## src/sv/atsd_pkg.sv

```systemverilog
package atsd_pkg;

    localparam int AXIS_W     = 16;
    localparam int CAL_W      = 17;
    localparam int ANG_OUT_W  = 16;
    localparam int MAG_W      = 17;
    localparam int THR_W      = 17;
    localparam int TIME_W     = 16;
    localparam int SHIFT_W    = 3;
    localparam int CFG_IDX_W  = 3;
    localparam int CFG_DATA_W = 17;
    localparam int SQR_W      = 32;
    localparam int SYZ_W      = 33;
    localparam int SUM_W      = 34;
    localparam int SQ_IN_W    = 50;
    localparam int SQ_ROOT_W  = 25;
    localparam int CXY_W      = 30;
    localparam int ANG_W      = 26;
    localparam int ATAN_IDX_W = 5;

    localparam int CORDIC_STEPS_DEF = 16;
    localparam int CORDIC_STEPS_MAX = 24;

    localparam int ANG_LIMIT     = 23040;
    localparam int ANG_QUARTER   = 90 * 65536;
    localparam int ANG_ROUND     = 256;
    localparam int ANG_FRAC_BITS = 9;
    localparam int PRE_SHIFT     = 8;

    localparam logic [MAG_W-1:0]   MAG_RESET   = MAG_W'(16384);
    localparam logic [THR_W-1:0]   THR_RESET   = THR_W'(11469);
    localparam logic [TIME_W-1:0]  HOLD_RESET  = TIME_W'(1200);
    localparam logic [SHIFT_W-1:0] SHIFT_RESET = SHIFT_W'(2);

    typedef enum logic [CFG_IDX_W-1:0] {
        CFG_OFFSET_X,
        CFG_OFFSET_Y,
        CFG_OFFSET_Z,
        CFG_SHAKE_ENABLE,
        CFG_SHAKE_THRESHOLD,
        CFG_HOLDOFF_MS,
        CFG_SMOOTH_SHIFT
    } cfg_idx_t;

    typedef enum logic [3:0] {
        S_IDLE,
        S_SQ_X,
        S_SQ_Y,
        S_SQ_Z,
        S_SQ_ACC,
        S_ROLL,
        S_ROLL_WAIT,
        S_PITCH,
        S_PITCH_WAIT,
        S_DONE
    } state_t;

    typedef enum logic [1:0] {
        MUL_X,
        MUL_Y,
        MUL_Z
    } mul_sel_t;

    typedef struct packed {
        logic signed [AXIS_W-1:0] offset_x;
        logic signed [AXIS_W-1:0] offset_y;
        logic signed [AXIS_W-1:0] offset_z;
        logic                     shake_enable;
        logic [THR_W-1:0]         shake_threshold;
        logic [TIME_W-1:0]        holdoff_ms;
        logic [SHIFT_W-1:0]       smooth_shift;
    } cfg_t;

    typedef struct packed {
        logic     load;
        logic     mul_en;
        mul_sel_t mul_sel;
        logic     root_start;
        logic     root_mag;
        logic     cordic_start;
        logic     cordic_pitch;
        logic     finish;
    } cmd_t;

    typedef struct packed {
        logic root_busy;
        logic cordic_busy;
        logic out_free;
    } stat_t;

    function automatic logic [ANG_W-1:0] atan_entry(input logic [ATAN_IDX_W-1:0] idx);
        logic [ANG_W-1:0] v;
        case (idx)
            5'd0:    v = ANG_W'(2949120);
            5'd1:    v = ANG_W'(1740967);
            5'd2:    v = ANG_W'(919879);
            5'd3:    v = ANG_W'(466945);
            5'd4:    v = ANG_W'(234379);
            5'd5:    v = ANG_W'(117304);
            5'd6:    v = ANG_W'(58666);
            5'd7:    v = ANG_W'(29335);
            5'd8:    v = ANG_W'(14668);
            5'd9:    v = ANG_W'(7334);
            5'd10:   v = ANG_W'(3667);
            5'd11:   v = ANG_W'(1833);
            5'd12:   v = ANG_W'(917);
            5'd13:   v = ANG_W'(458);
            5'd14:   v = ANG_W'(229);
            5'd15:   v = ANG_W'(115);
            5'd16:   v = ANG_W'(57);
            5'd17:   v = ANG_W'(29);
            5'd18:   v = ANG_W'(14);
            5'd19:   v = ANG_W'(7);
            5'd20:   v = ANG_W'(4);
            5'd21:   v = ANG_W'(2);
            5'd22:   v = ANG_W'(1);
            default: v = '0;
        endcase
        return v;
    endfunction

endpackage

```

## src/sv/atsd_in_if.sv

```systemverilog
interface atsd_in_if;
    logic                                valid;
    logic                                ready;
    logic signed [atsd_pkg::AXIS_W-1:0]  raw_x;
    logic signed [atsd_pkg::AXIS_W-1:0]  raw_y;
    logic signed [atsd_pkg::AXIS_W-1:0]  raw_z;
    logic [atsd_pkg::TIME_W-1:0]         elapsed_ms;

    modport source(output valid, raw_x, raw_y, raw_z, elapsed_ms, input ready);
    modport sink(input valid, raw_x, raw_y, raw_z, elapsed_ms, output ready);
endinterface

```

## src/sv/atsd_out_if.sv

```systemverilog
interface atsd_out_if;
    logic                                  valid;
    logic                                  ready;
    logic signed [atsd_pkg::CAL_W-1:0]     cal_x;
    logic signed [atsd_pkg::CAL_W-1:0]     cal_y;
    logic signed [atsd_pkg::CAL_W-1:0]     cal_z;
    logic signed [atsd_pkg::ANG_OUT_W-1:0] roll_smoothed;
    logic signed [atsd_pkg::ANG_OUT_W-1:0] pitch_smoothed;
    logic                                  shake_detected;

    modport source(output valid, cal_x, cal_y, cal_z, roll_smoothed, pitch_smoothed,
                   shake_detected, input ready);
    modport sink(input valid, cal_x, cal_y, cal_z, roll_smoothed, pitch_smoothed,
                 shake_detected, output ready);
endinterface

```

## src/sv/atsd_cfg_if.sv

```systemverilog
interface atsd_cfg_if;
    logic                                valid;
    logic                                ready;
    logic [atsd_pkg::CFG_IDX_W-1:0]      index;
    logic [atsd_pkg::CFG_DATA_W-1:0]     data;

    modport source(output valid, index, data, input ready);
    modport sink(input valid, index, data, output ready);
endinterface

```

## src/sv/atsd_sqrt.sv

```systemverilog
module atsd_sqrt (
    input  logic                               clk,
    input  logic                               rst_n,
    input  logic                               start,
    input  logic [atsd_pkg::SQ_IN_W-1:0]       radicand,
    output logic                               busy,
    output logic [atsd_pkg::SQ_ROOT_W-1:0]     root,
    output logic                               round_up
);

    localparam int W = atsd_pkg::SQ_IN_W;
    localparam logic [W-1:0] BIT_TOP = {2'b01, {(W-2){1'b0}}};

    logic [W-1:0] rem_reg, rem_next;
    logic [W-1:0] root_reg, root_next;
    logic [W-1:0] bit_reg, bit_next;
    logic [W-1:0] trial;

    always_comb
    begin
        trial     = root_reg + bit_reg;
        rem_next  = rem_reg;
        root_next = root_reg;
        bit_next  = bit_reg;
        if (start)
        begin
            rem_next  = radicand;
            root_next = '0;
            bit_next  = BIT_TOP;
        end
        else if (bit_reg != '0)
        begin
            if (rem_reg >= trial)
            begin
                rem_next  = rem_reg - trial;
                root_next = (root_reg >> 1) + bit_reg;
            end
            else
            begin
                root_next = root_reg >> 1;
            end
            bit_next = bit_reg >> 2;
        end
    end

    always_ff @(posedge clk or negedge rst_n)
    begin
        if (!rst_n)
        begin
            bit_reg <= '0;
        end
        else
        begin
            bit_reg <= bit_next;
        end
    end

    always_ff @(posedge clk)
    begin
        rem_reg  <= rem_next;
        root_reg <= root_next;
    end

    assign busy     = (bit_reg != '0);
    assign root     = root_reg[atsd_pkg::SQ_ROOT_W-1:0];
    assign round_up = (rem_reg > root_reg);

endmodule

```

## src/sv/atsd_cordic.sv

```systemverilog
module atsd_cordic #(
    parameter int STEPS = atsd_pkg::CORDIC_STEPS_DEF
) (
    input  logic                                   clk,
    input  logic                                   rst_n,
    input  logic                                   start,
    input  logic signed [atsd_pkg::CXY_W-1:0]      x_in,
    input  logic signed [atsd_pkg::CXY_W-1:0]      y_in,
    output logic                                   busy,
    output logic signed [atsd_pkg::ANG_OUT_W-1:0]  angle
);

    localparam int N     = (STEPS > atsd_pkg::CORDIC_STEPS_MAX) ?
                           atsd_pkg::CORDIC_STEPS_MAX : STEPS;
    localparam int CNT_W = $clog2(N + 1);
    localparam int XW    = atsd_pkg::CXY_W;
    localparam int AW    = atsd_pkg::ANG_W;

    logic signed [XW-1:0]  x_reg, x_next;
    logic signed [XW-1:0]  y_reg, y_next;
    logic signed [AW-1:0]  z_reg, z_next;
    logic [CNT_W-1:0]      cnt_reg, cnt_next;
    logic                  busy_reg, busy_next;
    logic                  zero_reg, zero_next;
    logic signed [XW-1:0]  dx, dy;
    logic signed [AW-1:0]  step_ang;
    logic signed [AW-1:0]  z_round, q;

    always_comb
    begin
        dx        = y_reg >>> cnt_reg;
        dy        = x_reg >>> cnt_reg;
        step_ang  = atsd_pkg::atan_entry(atsd_pkg::ATAN_IDX_W'(cnt_reg));
        x_next    = x_reg;
        y_next    = y_reg;
        z_next    = z_reg;
        cnt_next  = cnt_reg;
        busy_next = busy_reg;
        zero_next = zero_reg;
        if (start)
        begin
            zero_next = (x_in == '0) && (y_in == '0);
            cnt_next  = '0;
            busy_next = 1'b1;
            if (x_in < 0)
            begin
                if (y_in >= 0)
                begin
                    x_next = y_in;
                    y_next = -x_in;
                    z_next = AW'(atsd_pkg::ANG_QUARTER);
                end
                else
                begin
                    x_next = -y_in;
                    y_next = x_in;
                    z_next = -AW'(atsd_pkg::ANG_QUARTER);
                end
            end
            else
            begin
                x_next = x_in;
                y_next = y_in;
                z_next = '0;
            end
        end
        else if (busy_reg)
        begin
            if (y_reg > 0)
            begin
                x_next = x_reg + dx;
                y_next = y_reg - dy;
                z_next = z_reg + step_ang;
            end
            else
            begin
                x_next = x_reg - dx;
                y_next = y_reg + dy;
                z_next = z_reg - step_ang;
            end
            cnt_next = cnt_reg + 1'b1;
            if (cnt_reg == CNT_W'(N - 1))
            begin
                busy_next = 1'b0;
            end
        end
    end

    always_ff @(posedge clk or negedge rst_n)
    begin
        if (!rst_n)
        begin
            busy_reg <= 1'b0;
            cnt_reg  <= '0;
        end
        else
        begin
            busy_reg <= busy_next;
            cnt_reg  <= cnt_next;
        end
    end

    always_ff @(posedge clk)
    begin
        x_reg    <= x_next;
        y_reg    <= y_next;
        z_reg    <= z_next;
        zero_reg <= zero_next;
    end

    always_comb
    begin
        z_round = z_reg + AW'(atsd_pkg::ANG_ROUND);
        q       = z_round >>> atsd_pkg::ANG_FRAC_BITS;
        if (zero_reg)
        begin
            angle = '0;
        end
        else if (q > AW'(atsd_pkg::ANG_LIMIT))
        begin
            angle = atsd_pkg::ANG_OUT_W'(atsd_pkg::ANG_LIMIT);
        end
        else if (q < -AW'(atsd_pkg::ANG_LIMIT))
        begin
            angle = -atsd_pkg::ANG_OUT_W'(atsd_pkg::ANG_LIMIT);
        end
        else
        begin
            angle = q[atsd_pkg::ANG_OUT_W-1:0];
        end
    end

    assign busy = busy_reg;

endmodule

```

## src/sv/atsd_datapath.sv

```systemverilog
module atsd_datapath #(
    parameter int CORDIC_STEPS = atsd_pkg::CORDIC_STEPS_DEF
) (
    input  logic                                   clk,
    input  logic                                   rst_n,
    input  atsd_pkg::cmd_t                         cmd,
    input  atsd_pkg::cfg_t                         cfg,
    input  logic signed [atsd_pkg::AXIS_W-1:0]     raw_x,
    input  logic signed [atsd_pkg::AXIS_W-1:0]     raw_y,
    input  logic signed [atsd_pkg::AXIS_W-1:0]     raw_z,
    input  logic [atsd_pkg::TIME_W-1:0]            elapsed_ms,
    input  logic                                   out_ready,
    output atsd_pkg::stat_t                        stat,
    output logic                                   out_valid,
    output logic signed [atsd_pkg::CAL_W-1:0]      cal_x,
    output logic signed [atsd_pkg::CAL_W-1:0]      cal_y,
    output logic signed [atsd_pkg::CAL_W-1:0]      cal_z,
    output logic signed [atsd_pkg::ANG_OUT_W-1:0]  roll_smoothed,
    output logic signed [atsd_pkg::ANG_OUT_W-1:0]  pitch_smoothed,
    output logic                                   shake_detected
);

    localparam int CW = atsd_pkg::CAL_W;
    localparam int AO = atsd_pkg::ANG_OUT_W;
    localparam int XW = atsd_pkg::CXY_W;
    localparam int MW = atsd_pkg::MAG_W;
    localparam int TW = atsd_pkg::TIME_W;

    function automatic logic signed [AO-1:0] smooth(
        input logic signed [AO-1:0] f,
        input logic signed [AO-1:0] raw,
        input logic [atsd_pkg::SHIFT_W-1:0] sh
    );
        logic signed [AO+1:0] d, h, s;
        d = (AO+2)'(raw) - (AO+2)'(f);
        h = (sh == '0) ? '0 : ((AO+2)'(1) <<< (sh - 1'b1));
        s = (d + h) >>> sh;
        return AO'((AO+2)'(f) + s);
    endfunction

    logic signed [CW-1:0]            cx_reg, cy_reg, cz_reg;
    logic [TW-1:0]                   elapsed_reg;
    logic signed [CW-1:0]            mul_a;
    logic signed [2*CW-1:0]          mul_p;
    logic [atsd_pkg::SQR_W-1:0]      prod_reg;
    atsd_pkg::mul_sel_t              sel_reg;
    logic                            pv_reg;
    logic [atsd_pkg::SQR_W-1:0]      sxx_reg;
    logic [atsd_pkg::SYZ_W-1:0]      syz_reg;
    logic [atsd_pkg::SUM_W-1:0]      sq_sum;
    logic [atsd_pkg::SQ_IN_W-1:0]    radicand;
    logic                            root_busy, round_up;
    logic [atsd_pkg::SQ_ROOT_W-1:0]  root;
    logic signed [XW-1:0]            cx_in, cy_in;
    logic signed [XW-1:0]            ex, ey, ez;
    logic                            cordic_busy;
    logic signed [AO-1:0]            angle;
    logic signed [AO-1:0]            roll_reg;
    logic signed [AO-1:0]            roll_f_reg, roll_f_next;
    logic signed [AO-1:0]            pitch_f_reg, pitch_f_next;
    logic [MW-1:0]                   prev_mag_reg, prev_mag_next;
    logic [TW-1:0]                   tss_reg, tss_next;
    logic [MW-1:0]                   mag;
    logic [TW:0]                     tsum;
    logic [TW-1:0]                   tsat;
    logic signed [MW:0]              mdiff;
    logic [MW:0]                     delta;
    logic                            shake;
    logic                            out_valid_reg;
    logic signed [CW-1:0]            ox_reg, oy_reg, oz_reg;
    logic signed [AO-1:0]            oroll_reg, opitch_reg;
    logic                            oshake_reg;

    always_ff @(posedge clk)
    begin
        if (cmd.load)
        begin
            cx_reg      <= CW'(raw_x) - CW'(cfg.offset_x);
            cy_reg      <= CW'(raw_y) - CW'(cfg.offset_y);
            cz_reg      <= CW'(raw_z) - CW'(cfg.offset_z);
            elapsed_reg <= elapsed_ms;
        end
    end

    // squares through one shared multiplier
    always_comb
    begin
        case (cmd.mul_sel)
            atsd_pkg::MUL_X: mul_a = cx_reg;
            atsd_pkg::MUL_Y: mul_a = cy_reg;
            atsd_pkg::MUL_Z: mul_a = cz_reg;
            default:         mul_a = cz_reg;
        endcase
        mul_p = mul_a * mul_a;
    end

    always_ff @(posedge clk or negedge rst_n)
    begin
        if (!rst_n)
        begin
            pv_reg  <= 1'b0;
            sel_reg <= atsd_pkg::MUL_X;
        end
        else
        begin
            pv_reg  <= cmd.mul_en;
            sel_reg <= cmd.mul_sel;
        end
    end

    always_ff @(posedge clk)
    begin
        prod_reg <= mul_p[atsd_pkg::SQR_W-1:0];
        if (cmd.load)
        begin
            syz_reg <= '0;
        end
        else if (pv_reg)
        begin
            if (sel_reg == atsd_pkg::MUL_X)
            begin
                sxx_reg <= prod_reg;
            end
            else
            begin
                syz_reg <= syz_reg + atsd_pkg::SYZ_W'(prod_reg);
            end
        end
    end

    always_comb
    begin
        sq_sum = atsd_pkg::SUM_W'(syz_reg) + atsd_pkg::SUM_W'(sxx_reg);
        if (cmd.root_mag)
        begin
            radicand = atsd_pkg::SQ_IN_W'(sq_sum);
        end
        else
        begin
            radicand = atsd_pkg::SQ_IN_W'({syz_reg, 16'h0000});
        end
    end

    atsd_sqrt u_sqrt (
        .clk      (clk),
        .rst_n    (rst_n),
        .start    (cmd.root_start),
        .radicand (radicand),
        .busy     (root_busy),
        .root     (root),
        .round_up (round_up)
    );

    always_comb
    begin
        ex = XW'(cx_reg);
        ey = XW'(cy_reg);
        ez = XW'(cz_reg);
        if (cmd.cordic_pitch)
        begin
            cx_in = XW'(root);
            cy_in = (-ex) <<< atsd_pkg::PRE_SHIFT;
        end
        else
        begin
            cx_in = ez <<< atsd_pkg::PRE_SHIFT;
            cy_in = ey <<< atsd_pkg::PRE_SHIFT;
        end
    end

    atsd_cordic #(
        .STEPS (CORDIC_STEPS)
    ) u_cordic (
        .clk   (clk),
        .rst_n (rst_n),
        .start (cmd.cordic_start),
        .x_in  (cx_in),
        .y_in  (cy_in),
        .busy  (cordic_busy),
        .angle (angle)
    );

    always_ff @(posedge clk)
    begin
        if (cmd.cordic_start && cmd.cordic_pitch)
        begin
            roll_reg <= angle;
        end
    end

    always_comb
    begin
        mag   = MW'(root) + MW'(round_up);
        tsum  = (TW+1)'(tss_reg) + (TW+1)'(elapsed_reg);
        tsat  = tsum[TW] ? {TW{1'b1}} : tsum[TW-1:0];
        mdiff = $signed({1'b0, mag}) - $signed({1'b0, prev_mag_reg});
        delta = (mdiff < 0) ? (MW+1)'(-mdiff) : (MW+1)'(mdiff);
        shake = cfg.shake_enable && (delta > (MW+1)'(cfg.shake_threshold))
                && (tsat > cfg.holdoff_ms);

        roll_f_next   = roll_f_reg;
        pitch_f_next  = pitch_f_reg;
        prev_mag_next = prev_mag_reg;
        tss_next      = tss_reg;
        if (cmd.finish)
        begin
            roll_f_next  = smooth(roll_f_reg, roll_reg, cfg.smooth_shift);
            pitch_f_next = smooth(pitch_f_reg, angle, cfg.smooth_shift);
            tss_next     = shake ? '0 : tsat;
            if (cfg.shake_enable)
            begin
                prev_mag_next = mag;
            end
        end
    end

    always_ff @(posedge clk or negedge rst_n)
    begin
        if (!rst_n)
        begin
            roll_f_reg    <= '0;
            pitch_f_reg   <= '0;
            prev_mag_reg  <= atsd_pkg::MAG_RESET;
            tss_reg       <= '0;
            out_valid_reg <= 1'b0;
        end
        else
        begin
            roll_f_reg   <= roll_f_next;
            pitch_f_reg  <= pitch_f_next;
            prev_mag_reg <= prev_mag_next;
            tss_reg      <= tss_next;
            if (cmd.finish)
            begin
                out_valid_reg <= 1'b1;
            end
            else if (out_ready)
            begin
                out_valid_reg <= 1'b0;
            end
        end
    end

    always_ff @(posedge clk)
    begin
        if (cmd.finish)
        begin
            ox_reg     <= cx_reg;
            oy_reg     <= cy_reg;
            oz_reg     <= cz_reg;
            oroll_reg  <= roll_f_next;
            opitch_reg <= pitch_f_next;
            oshake_reg <= shake;
        end
    end

    assign stat.root_busy   = root_busy;
    assign stat.cordic_busy = cordic_busy;
    assign stat.out_free    = !out_valid_reg || out_ready;

    assign out_valid      = out_valid_reg;
    assign cal_x          = ox_reg;
    assign cal_y          = oy_reg;
    assign cal_z          = oz_reg;
    assign roll_smoothed  = oroll_reg;
    assign pitch_smoothed = opitch_reg;
    assign shake_detected = oshake_reg;

endmodule

```

## src/sv/atsd_ctrl.sv

```systemverilog
module atsd_ctrl (
    input  logic             clk,
    input  logic             rst_n,
    input  logic             in_valid,
    input  atsd_pkg::stat_t  stat,
    output logic             in_ready,
    output atsd_pkg::cmd_t   cmd
);

    atsd_pkg::state_t state_reg, state_next;
    logic             units_idle;

    assign units_idle = !stat.root_busy && !stat.cordic_busy;

    always_comb
    begin
        state_next = state_reg;
        unique case (state_reg)
            atsd_pkg::S_IDLE:       if (in_valid) state_next = atsd_pkg::S_SQ_X;
            atsd_pkg::S_SQ_X:       state_next = atsd_pkg::S_SQ_Y;
            atsd_pkg::S_SQ_Y:       state_next = atsd_pkg::S_SQ_Z;
            atsd_pkg::S_SQ_Z:       state_next = atsd_pkg::S_SQ_ACC;
            atsd_pkg::S_SQ_ACC:     state_next = atsd_pkg::S_ROLL;
            atsd_pkg::S_ROLL:       state_next = atsd_pkg::S_ROLL_WAIT;
            atsd_pkg::S_ROLL_WAIT:  if (units_idle) state_next = atsd_pkg::S_PITCH;
            atsd_pkg::S_PITCH:      state_next = atsd_pkg::S_PITCH_WAIT;
            atsd_pkg::S_PITCH_WAIT: if (units_idle) state_next = atsd_pkg::S_DONE;
            atsd_pkg::S_DONE:       if (stat.out_free) state_next = atsd_pkg::S_IDLE;
            default:                state_next = atsd_pkg::S_IDLE;
        endcase
    end

    always_comb
    begin
        cmd      = '0;
        in_ready = 1'b0;
        unique case (state_reg)
            atsd_pkg::S_IDLE:
            begin
                in_ready = 1'b1;
                cmd.load = in_valid;
            end
            atsd_pkg::S_SQ_X:
            begin
                cmd.mul_en  = 1'b1;
                cmd.mul_sel = atsd_pkg::MUL_X;
            end
            atsd_pkg::S_SQ_Y:
            begin
                cmd.mul_en  = 1'b1;
                cmd.mul_sel = atsd_pkg::MUL_Y;
            end
            atsd_pkg::S_SQ_Z:
            begin
                cmd.mul_en  = 1'b1;
                cmd.mul_sel = atsd_pkg::MUL_Z;
            end
            atsd_pkg::S_ROLL:
            begin
                cmd.root_start   = 1'b1;
                cmd.cordic_start = 1'b1;
            end
            atsd_pkg::S_PITCH:
            begin
                cmd.root_start   = 1'b1;
                cmd.root_mag     = 1'b1;
                cmd.cordic_start = 1'b1;
                cmd.cordic_pitch = 1'b1;
            end
            atsd_pkg::S_DONE:
            begin
                cmd.root_mag = 1'b1;
                cmd.finish   = stat.out_free;
            end
            default:
            begin
                cmd = '0;
            end
        endcase
    end

    always_ff @(posedge clk or negedge rst_n)
    begin
        if (!rst_n)
        begin
            state_reg <= atsd_pkg::S_IDLE;
        end
        else
        begin
            state_reg <= state_next;
        end
    end

endmodule

```

## src/sv/accel_tilt_and_shake_detector.sv

```systemverilog
// channel   dir  handshake     payload
// in_ch     in   valid/ready   raw_x, raw_y, raw_z, elapsed_ms
// out_ch    out  valid/ready   cal_x, cal_y, cal_z, roll_smoothed, pitch_smoothed,
//                              shake_detected
// cfg_ch    in   valid/ready   index, data (always ready)
//
// one item at a time; the shared bit-per-cycle square root unit runs twice per
// item (roll cordic overlaps the first pass, pitch cordic the second)
// asynchronous active-low reset clears filters and timer, presets the previous
// magnitude to MAG_RESET and resets control
// the result waits in an output register; a stalled output holds the next
// item only at its last step

module accel_tilt_and_shake_detector #(
    parameter int CORDIC_STEPS = atsd_pkg::CORDIC_STEPS_DEF
) (
    input  logic         clk,
    input  logic         rst_n,
    atsd_in_if.sink      in_ch,
    atsd_out_if.source   out_ch,
    atsd_cfg_if.sink     cfg_ch
);

    atsd_pkg::cfg_t  cfg_reg;
    atsd_pkg::cmd_t  cmd;
    atsd_pkg::stat_t stat;
    logic            cfg_we;

    assign cfg_ch.ready = 1'b1;
    assign cfg_we       = cfg_ch.valid && cfg_ch.ready;

    always_ff @(posedge clk or negedge rst_n)
    begin
        if (!rst_n)
        begin
            cfg_reg.offset_x        <= '0;
            cfg_reg.offset_y        <= '0;
            cfg_reg.offset_z        <= '0;
            cfg_reg.shake_enable    <= 1'b1;
            cfg_reg.shake_threshold <= atsd_pkg::THR_RESET;
            cfg_reg.holdoff_ms      <= atsd_pkg::HOLD_RESET;
            cfg_reg.smooth_shift    <= atsd_pkg::SHIFT_RESET;
        end
        else if (cfg_we)
        begin
            unique case (atsd_pkg::cfg_idx_t'(cfg_ch.index))
                atsd_pkg::CFG_OFFSET_X:
                    cfg_reg.offset_x <= cfg_ch.data[atsd_pkg::AXIS_W-1:0];
                atsd_pkg::CFG_OFFSET_Y:
                    cfg_reg.offset_y <= cfg_ch.data[atsd_pkg::AXIS_W-1:0];
                atsd_pkg::CFG_OFFSET_Z:
                    cfg_reg.offset_z <= cfg_ch.data[atsd_pkg::AXIS_W-1:0];
                atsd_pkg::CFG_SHAKE_ENABLE:
                    cfg_reg.shake_enable <= cfg_ch.data[0];
                atsd_pkg::CFG_SHAKE_THRESHOLD:
                    cfg_reg.shake_threshold <= cfg_ch.data[atsd_pkg::THR_W-1:0];
                atsd_pkg::CFG_HOLDOFF_MS:
                    cfg_reg.holdoff_ms <= cfg_ch.data[atsd_pkg::TIME_W-1:0];
                atsd_pkg::CFG_SMOOTH_SHIFT:
                    cfg_reg.smooth_shift <= cfg_ch.data[atsd_pkg::SHIFT_W-1:0];
                default:
                    cfg_reg <= cfg_reg;
            endcase
        end
    end

    atsd_ctrl u_ctrl (
        .clk      (clk),
        .rst_n    (rst_n),
        .in_valid (in_ch.valid),
        .stat     (stat),
        .in_ready (in_ch.ready),
        .cmd      (cmd)
    );

    atsd_datapath #(
        .CORDIC_STEPS (CORDIC_STEPS)
    ) u_datapath (
        .clk            (clk),
        .rst_n          (rst_n),
        .cmd            (cmd),
        .cfg            (cfg_reg),
        .raw_x          (in_ch.raw_x),
        .raw_y          (in_ch.raw_y),
        .raw_z          (in_ch.raw_z),
        .elapsed_ms     (in_ch.elapsed_ms),
        .out_ready      (out_ch.ready),
        .stat           (stat),
        .out_valid      (out_ch.valid),
        .cal_x          (out_ch.cal_x),
        .cal_y          (out_ch.cal_y),
        .cal_z          (out_ch.cal_z),
        .roll_smoothed  (out_ch.roll_smoothed),
        .pitch_smoothed (out_ch.pitch_smoothed),
        .shake_detected (out_ch.shake_detected)
    );

    a_one_at_a_time: assert property (@(posedge clk) disable iff (!rst_n)
        in_ch.valid && in_ch.ready |=> !in_ch.ready)
        else $error("item accepted while busy");

    a_shake_needs_enable: assert property (@(posedge clk) disable iff (!rst_n)
        $rose(out_ch.valid) && out_ch.shake_detected |-> cfg_reg.shake_enable)
        else $error("shake flagged with detection disabled");

    a_shift_write: assert property (@(posedge clk) disable iff (!rst_n)
        cfg_we && cfg_ch.index == atsd_pkg::CFG_SMOOTH_SHIFT
        |=> cfg_reg.smooth_shift == $past(cfg_ch.data[atsd_pkg::SHIFT_W-1:0]))
        else $error("smooth shift write lost");

endmodule
```

## src/flat_wrapper.sv

```systemverilog
// flat-port wrapper written by rule: the top's interface ports become plain ports
module accel_tilt_and_shake_detector_flat 
#(
    parameter int CORDIC_STEPS = atsd_pkg::CORDIC_STEPS_DEF
)
  (clk, rst_n, in_ch_valid, in_ch_raw_x, in_ch_raw_y, in_ch_raw_z, in_ch_elapsed_ms, in_ch_ready, out_ch_valid, out_ch_cal_x, out_ch_cal_y, out_ch_cal_z, out_ch_roll_smoothed, out_ch_pitch_smoothed, out_ch_shake_detected, out_ch_ready, cfg_ch_valid, cfg_ch_index, cfg_ch_data, cfg_ch_ready);
  atsd_in_if in_ch_i ();
  atsd_out_if out_ch_i ();
  atsd_cfg_if cfg_ch_i ();
  input  logic clk;
  input  logic rst_n;
  input wire logic [$bits(in_ch_i.valid)-1:0] in_ch_valid;
  input wire logic [$bits(in_ch_i.raw_x)-1:0] in_ch_raw_x;
  input wire logic [$bits(in_ch_i.raw_y)-1:0] in_ch_raw_y;
  input wire logic [$bits(in_ch_i.raw_z)-1:0] in_ch_raw_z;
  input wire logic [$bits(in_ch_i.elapsed_ms)-1:0] in_ch_elapsed_ms;
  output wire logic [$bits(in_ch_i.ready)-1:0] in_ch_ready;
  output wire logic [$bits(out_ch_i.valid)-1:0] out_ch_valid;
  output wire logic [$bits(out_ch_i.cal_x)-1:0] out_ch_cal_x;
  output wire logic [$bits(out_ch_i.cal_y)-1:0] out_ch_cal_y;
  output wire logic [$bits(out_ch_i.cal_z)-1:0] out_ch_cal_z;
  output wire logic [$bits(out_ch_i.roll_smoothed)-1:0] out_ch_roll_smoothed;
  output wire logic [$bits(out_ch_i.pitch_smoothed)-1:0] out_ch_pitch_smoothed;
  output wire logic [$bits(out_ch_i.shake_detected)-1:0] out_ch_shake_detected;
  input wire logic [$bits(out_ch_i.ready)-1:0] out_ch_ready;
  input wire logic [$bits(cfg_ch_i.valid)-1:0] cfg_ch_valid;
  input wire logic [$bits(cfg_ch_i.index)-1:0] cfg_ch_index;
  input wire logic [$bits(cfg_ch_i.data)-1:0] cfg_ch_data;
  output wire logic [$bits(cfg_ch_i.ready)-1:0] cfg_ch_ready;
  assign in_ch_i.valid = in_ch_valid;
  assign in_ch_i.raw_x = in_ch_raw_x;
  assign in_ch_i.raw_y = in_ch_raw_y;
  assign in_ch_i.raw_z = in_ch_raw_z;
  assign in_ch_i.elapsed_ms = in_ch_elapsed_ms;
  assign in_ch_ready = in_ch_i.ready;
  assign out_ch_valid = out_ch_i.valid;
  assign out_ch_cal_x = out_ch_i.cal_x;
  assign out_ch_cal_y = out_ch_i.cal_y;
  assign out_ch_cal_z = out_ch_i.cal_z;
  assign out_ch_roll_smoothed = out_ch_i.roll_smoothed;
  assign out_ch_pitch_smoothed = out_ch_i.pitch_smoothed;
  assign out_ch_shake_detected = out_ch_i.shake_detected;
  assign out_ch_i.ready = out_ch_ready;
  assign cfg_ch_i.valid = cfg_ch_valid;
  assign cfg_ch_i.index = cfg_ch_index;
  assign cfg_ch_i.data = cfg_ch_data;
  assign cfg_ch_ready = cfg_ch_i.ready;
  accel_tilt_and_shake_detector #(.CORDIC_STEPS(CORDIC_STEPS)) u_core (.clk(clk), .rst_n(rst_n), .in_ch(in_ch_i), .out_ch(out_ch_i), .cfg_ch(cfg_ch_i));
endmodule
```

## config.mk

```make
export PLATFORM = sky130hd
export DESIGN_NAME = accel_tilt_and_shake_detector_flat
export DESIGN_NICKNAME = d
export VERILOG_FILES = /design/src/sv/atsd_pkg.sv /design/src/sv/atsd_in_if.sv /design/src/sv/atsd_out_if.sv /design/src/sv/atsd_cfg_if.sv /design/src/sv/atsd_sqrt.sv /design/src/sv/atsd_cordic.sv /design/src/sv/atsd_datapath.sv /design/src/sv/atsd_ctrl.sv /design/src/sv/accel_tilt_and_shake_detector.sv /design/src/flat_wrapper.sv
export SDC_FILE = /design/constraint.sdc
export NUM_CORES = 2
export LEC_CHECK = 0
export ABC_CLOCK_PERIOD_IN_PS = 9300
export BUFFER_PORTS_ARGS = -buffer_cell sky130_fd_sc_hd__buf_2
export CORE_ASPECT_RATIO = 2
export CORE_MARGIN = 2
export CORE_UTILIZATION = 59
export CTS_CLUSTER_SIZE = 30
export DETAILED_ROUTE_END_ITERATION = 12
export GPL_TIMING_DRIVEN = 0
export PLACE_DENSITY = 0.87
export SLEW_MARGIN = 20
export SYNTH_ARGS = -nofsm -noshare
export SYNTH_HDL_FRONTEND = slang
export SYNTH_SLANG_ARGS = --single-unit
```

## constraint.sdc

```tcl
create_clock -name clk -period 9.3 [get_ports clk]
set_input_delay 1.395 -clock clk [delete_from_list [all_inputs] [get_ports clk]]
set_output_delay 1.395 -clock clk [all_outputs]
set_load 0.005 [all_outputs]
```

Word level (Yosys, flattened, before mapping)

Memories as Yosys holds them, arrays and structs flattened.
Cells that the tools add are included.

Output and inout port bits: 87
Word-level logic and storage cells: 196
Flip-flop bits (word level): 665
Bits in read-only memories: 704
Memories: 1
Bits of input ports: 89

Reductions and logical operators: 35
Order comparisons: 10
Bitwise gates (word level): 2
Muxes and demuxes: 53
Multiply operators: 1
Equality and inequality tests: 21
Shifts and indexed selects: 5
$add $sub $neg: 30

Memories:

| memory           | words | width | rd ports | clocked after Yosys merged registers in | wr ports | line           | source |
|---|---|---|---|---|---|---|---|
| (name not given) | 32    | 22    | 1        | 0                                       | 0        | atsd_pkg.sv:93 | `case (idx)` |

Operators with widths:

| cell               | number |
|---|---|
| $mux 30            | 12 |
| $mux 50            | 6 |
| $mux 26            | 5 |
| $mux 16            | 7 |
| $sub 16x16->17     | 5 |
| $add 30x30->30     | 2 |
| $logic_not 30->1   | 2 |
| $neg 30->30        | 2 |
| $sshr 30x5->30     | 2 |
| $sub 30x30->30     | 2 |
| $add 49x50->50     | 1 |
| $add 50x50->50     | 1 |
| $ge 50x50->1       | 1 |
| $gt 50x50->1       | 1 |
| $reduce_bool 50->1 | 1 |
| $sub 50x50->50     | 1 |
| $mux 49            | 1 |
| $pmux 4 s10        | 1 |
| $add 17x18->18     | 2 |
| $mux 18            | 2 |
| $sshr 18x3->16     | 2 |
| $add 33x32->34     | 1 |
| $pmux 17 s2        | 1 |
| $add 33x32->33     | 1 |
| 47 further kinds   | 95 |

Depth between registers and ports, before layout

Depth after elaboration: 10
Mapped depth: 40
Depth with buffers taken out: 38

By module

From an unflattened synthesis, not the netlist that was laid out.

Cell total of the unflattened synthesis: 7429
Area total of the unflattened synthesis: 66465.0 um2

Modules (own cells, without submodules):

| module                        | times used | cells an instance | area each (um2) |
|---|---|---|---|
| atsd_datapath                 | 1          | 3630              | 33777.4 |
| atsd_cordic                   | 1          | 2049              | 16538.4 |
| atsd_sqrt                     | 1          | 1526              | 12410.7 |
| accel_tilt_and_shake_detector | 1          | 187               | 3424.5 |
| atsd_ctrl                     | 1          | 37                | 314.1 |

Least setup slack after synthesis

OpenSTA, ideal clock, no wires.

Path kind: register to register
Start point: register u_core.u_datapath.u_sqrt.root_reg[2]
End point: register u_core.u_datapath.u_sqrt.rem_reg[0] (enable)
Stages on the path, launching flop included: 23
Data arrival time: 8697 ps
Data required time: 8773 ps
Buffers on the path: 2
Setup slack: 76 ps
Cells stage by stage: dfxtp_1 ha_1 a31oi_1 o21bai_1 a211o_1 a211o_1 a221oi_1 a21oi_1 a21oi_1 o21ai_0 a31oi_1 xnor2_1 ha_1 and3_1 nand2_1 nor4_1 a41oi_1 nand4_1 a21boi_0 nand2_1 clkbuf_1 clkbuf_1 o21ai_0

Cells in the longest elaborated chain, start to end: 4

RTL lines:

| what                               | line            | source |
|---|---|---|
| start, declared                    | atsd_sqrt.sv:15 | `logic [W-1:0] root_reg, root_next;` |
| start signal, assigned             | atsd_sqrt.sv:61 | `root_reg <= root_next;` |
| $add 50x50->50                     | atsd_sqrt.sv:21 | `trial = root_reg + bit_reg;` |
| $ge 50x50->1                       | atsd_sqrt.sv:33 | `if (rem_reg >= trial)` |
| $reduce_bool 2->1 (no source line) | --              |  |
| $reduce_and 2->1 (no source line)  | --              |  |
| end signal, assigned               | atsd_sqrt.sv:60 | `rem_reg <= rem_next;` |
| end, declared                      | atsd_sqrt.sv:14 | `logic [W-1:0] rem_reg, rem_next;` |

Every way passes these cells.
A chain may end at the register's enable or synchronous reset.

Worst setup path after layout

Start point: register u_core.u_ctrl.state_reg[0]
End point: register u_core.u_datapath.prod_reg[30] (netlist name)

Cells in the longest elaborated chain, start to end: 5
Elaborated cells on any way between the ends: 8
Classes of those cells: 1 x mul; 4 x eq/ne; 2 x mux; 1 x reduce/logical

RTL lines:

| what                                                 | line                 | source |
|---|---|---|
| start, declared                                      | atsd_ctrl.sv:10      | `atsd_pkg::state_t state_reg, state_next;` |
| start signal, assigned                               | atsd_ctrl.sv:86      | `state_reg <= atsd_pkg::S_IDLE;` |
| start signal, assigned                               | atsd_ctrl.sv:90      | `state_reg <= state_next;` |
| $eq 4x2->1 / $eq 4x1->1 (equally long branches)      | atsd_ctrl.sv:37      | `unique case (state_reg)` |
| $pmux 3 s3 (*)                                       | atsd_ctrl.sv:37      |  |
| $eq 2x1->1 / $logic_not 2->1 (equally long branches) | atsd_datapath.sv:88  | `case (cmd.mul_sel)` |
| $pmux 17 s2 (*)                                      | atsd_datapath.sv:88  |  |
| $mul 17x17->32 (*)                                   | atsd_datapath.sv:94  | `mul_p = mul_a * mul_a;` |
| net u_core.u_datapath.mul_p[30]                      | atsd_datapath.sv:44  | `logic signed [2*CW-1:0] mul_p;` |
| end signal, assigned                                 | atsd_datapath.sv:113 | `prod_reg <= mul_p[atsd_pkg::SQR_W-1:0];` |
| end, declared                                        | atsd_datapath.sv:45  | `logic [atsd_pkg::SQR_W-1:0] prod_reg;` |

Mark *: on every way through the listed nets, which the timed path passes. The rest lies on a longest branch.

==> results.md <==
- IO Port Bufs: 174
- Slew HR: 4.37%
- HP Class: reg2reg
- Die Ht: 469 µm
- Cts hold-fix bufs: 0
- Worst-path clk slew: 70 ps
- Final max-slew violation count: 0
- Max reg flops: 85
- Final cell count without fillers: 8,890
- Final #Nets: 8,413
- Netlist cell types: 99
- ANT nets after route: 0
- Row cnt: 170
- Yosys reg bits: 638
- Final Wtd Congestion: 1.07
- Ports: 176
- Slowest CP cell: clkbuf_1
- Worst path required time: 9810 ps
- Critical path type: reg2reg
- Routed vias/inst: 6.74
- TNS Setup: 0 ps
- Clk Tree Root Cell: clkbuf_16
- Pre-CTS setup slack: -458 ps
- Post-synth top area share: 15.7%
- Share of cells above drive strength 1: 8.48%
- Max FO, Critical Path: 10
- FMAX: 110 MHz
- H-Tree Depth: 3
- Crit path time final: 9080 ps
- Setup Viol. Count Final: 0
- Router iterations before antenna repair: 8
- Syn avg cell area: 8.89 µm²
- Initial DRC count: 4,981
- Vias in the first global route: 61,000
- Post-Syn Area: 63,900 µm²
- Fin Clk Skew: 37.1 ps
- Sink Count: 638
- Worst Tran Pin Value: 1420 ps
- Sequential area share after synthesis: 26.8%
- Residual DRC count: 0
- Tcrit/Tclk final: 97.6%
- Count leader, synth: inv_1
- Max-cap violations: 0
- Commonest cells post-synth: inv_1, nand2_1, ha_1, nor2_1, a21oi_1
- Area contributors post-synth: edfxtp_1, ha_1, fa_1
- Dpl hpwl: 209,000 µm
- Routed WL per cell: 29.5 µm
- Cell taking the most area after synthesis: edfxtp_1
- CTS tree: yes
- Die width: 237 µm
- GR Overflow Total: 0
- Layout overhead on the synthesized area: 8.68%
- WP data arrival: 9580 ps
- Mapped Cells: 7,182
- Clk Latency, worst-skew pair: 700 ps
- Placed insts: 8,746
- GRT Util Overall: 46.7%
- Final Hold Viols: 0
- Largest net degree at the start of global routing: 90
- Synth warnings: 0
- Post-synth ARST share: 29.6%
- Initial Util: 59.5%
- Status: finished, final reports clean
- Inserted Clock Buffers: 66
- CP most frequent cell: fa_1
- Global-route wire length before repair: 380,000 µm
- Crit end category: register
- Max incr delay on CP: 660 ps
- Ys flop type: edfxtp_1
- CTS Buffer Depth: 3
- Setup ws final: 224 ps
- Post-synth EDFFs: 335
- Final wirelength: 262,000 µm
- Core area: 107,000 µm²
- Finished Core Util: 64.6%
- Fill cell count: 8,949
- Initial antenna violation count: 25
- Setup crit start kind: register
- Die ar.: 111,000 µm²
- Synthesized net count: 8,151
- Detailed-route via count: 59,900
==> per-layer routing <==
metal | global-route usage [%] | up-vias | wire length, µm
met1 | 42.5 | 28700 | 78000
met2 | 78.3 | 3448 | 124000
met3 | 11.4 | 1576 | 20500
met5 | 0.0439 | - | 140
li1 | - | 26200 | -
met4 | 56.0 | 20 | 39400
==> cell type report <==
type                    instances  area (µm²)  share of cell area (%)
plain buffers                 275        1200                    1.73
inverters                     683        2570                    3.71
diodes                         16        40.0                  0.0577
repair buffers                199        1240                    1.78
well taps                    1376        1720                    2.48
clock inverters                43         519                   0.748
multi-input cells            5581       43300                    62.3
flip-flops and latches        638       17100                    24.6
clock buffers                  79        1780                    2.57
==> cells in the final DEF, fill, tap and decap left out, drive strengths merged, types with 86 or more instances in the layout <==
cell type  count
a21oi        486
xor2         173
a211oi        86
a21o         182
ha           596
buf          266
a31oi        106
nor2         568
xnor2        353
dfxtp        114
clkbuf       287
nand2        625
dfrtp        174
o21ai        486
nand3        123
nor3         136
edfxtp       335
inv          688
fa           284
mux2i        133
==> cell families after synthesis <==
logic type | after synthesis | share of synthesized area (%)
buf+inv | 963 | 5.86
flops | 638 | 26.8
simple gates | 1986 | 14.6
fa+ha+maj | 880 | 20.6
mux | 282 | 6.09
xor+xnor | 526 | 7.21
other cells | 1 | 0.00587
compound gates | 1906 | 18.9
==> what timing repair did <==
item                       4_1_cts  5_1_grt
setup buffers                    0        8
pin swaps                        0        2
setup endpoints to repair       46       74
resized for setup               22       49
==> worst paths after layout <==
check | from | endpoint | slack (ps) | depth (start not counted)
max in group asynchronous | rst_n | u_core.cfg_reg[32] | 7430 | 3
min in group asynchronous | rst_n | u_core.u_datapath.u_cordic.cnt_reg[3] | 580 | 1
worst min-delay path | u_core.u_datapath.prod_reg[2] | u_core.u_datapath.sxx_reg[2] | 450 | 0
worst max-delay path | u_core.u_ctrl.state_reg[0] | u_core.u_datapath.prod_reg[30] | 220 | 26
worst min register to register | u_core.u_datapath.prod_reg[2] | u_core.u_datapath.sxx_reg[2] | 450 | 0
worst max register to register | u_core.u_ctrl.state_reg[0] | u_core.u_datapath.prod_reg[30] | 220 | 26
==> stage by stage <==
stage                     instance area (µm²)  hold slack [ps]
after global routing                    69400              452
after detailed placement                66800              427
final                                   69400              446
after floorplan                         63900              415
after CTS                               69100              447
after global placement                  66500              429
==> critical path, delay by kind of cell (launching register included) <==
family / cells / cell delay [ps]
adder cells (fa/ha/maj): 7 / 3700
buffers and inverters: 8 / 2000
AO/OA/AOI/OAI: 5 / 1310
AND/OR/NAND/NOR: 4 / 780
flip-flops: 1 / 400
XOR/XNOR: 1 / 350
multiplexers: 1 / 340
Power is not shown: default switching activity piles up to over one toggle a cycle in this logic, so the estimate is an artifact.
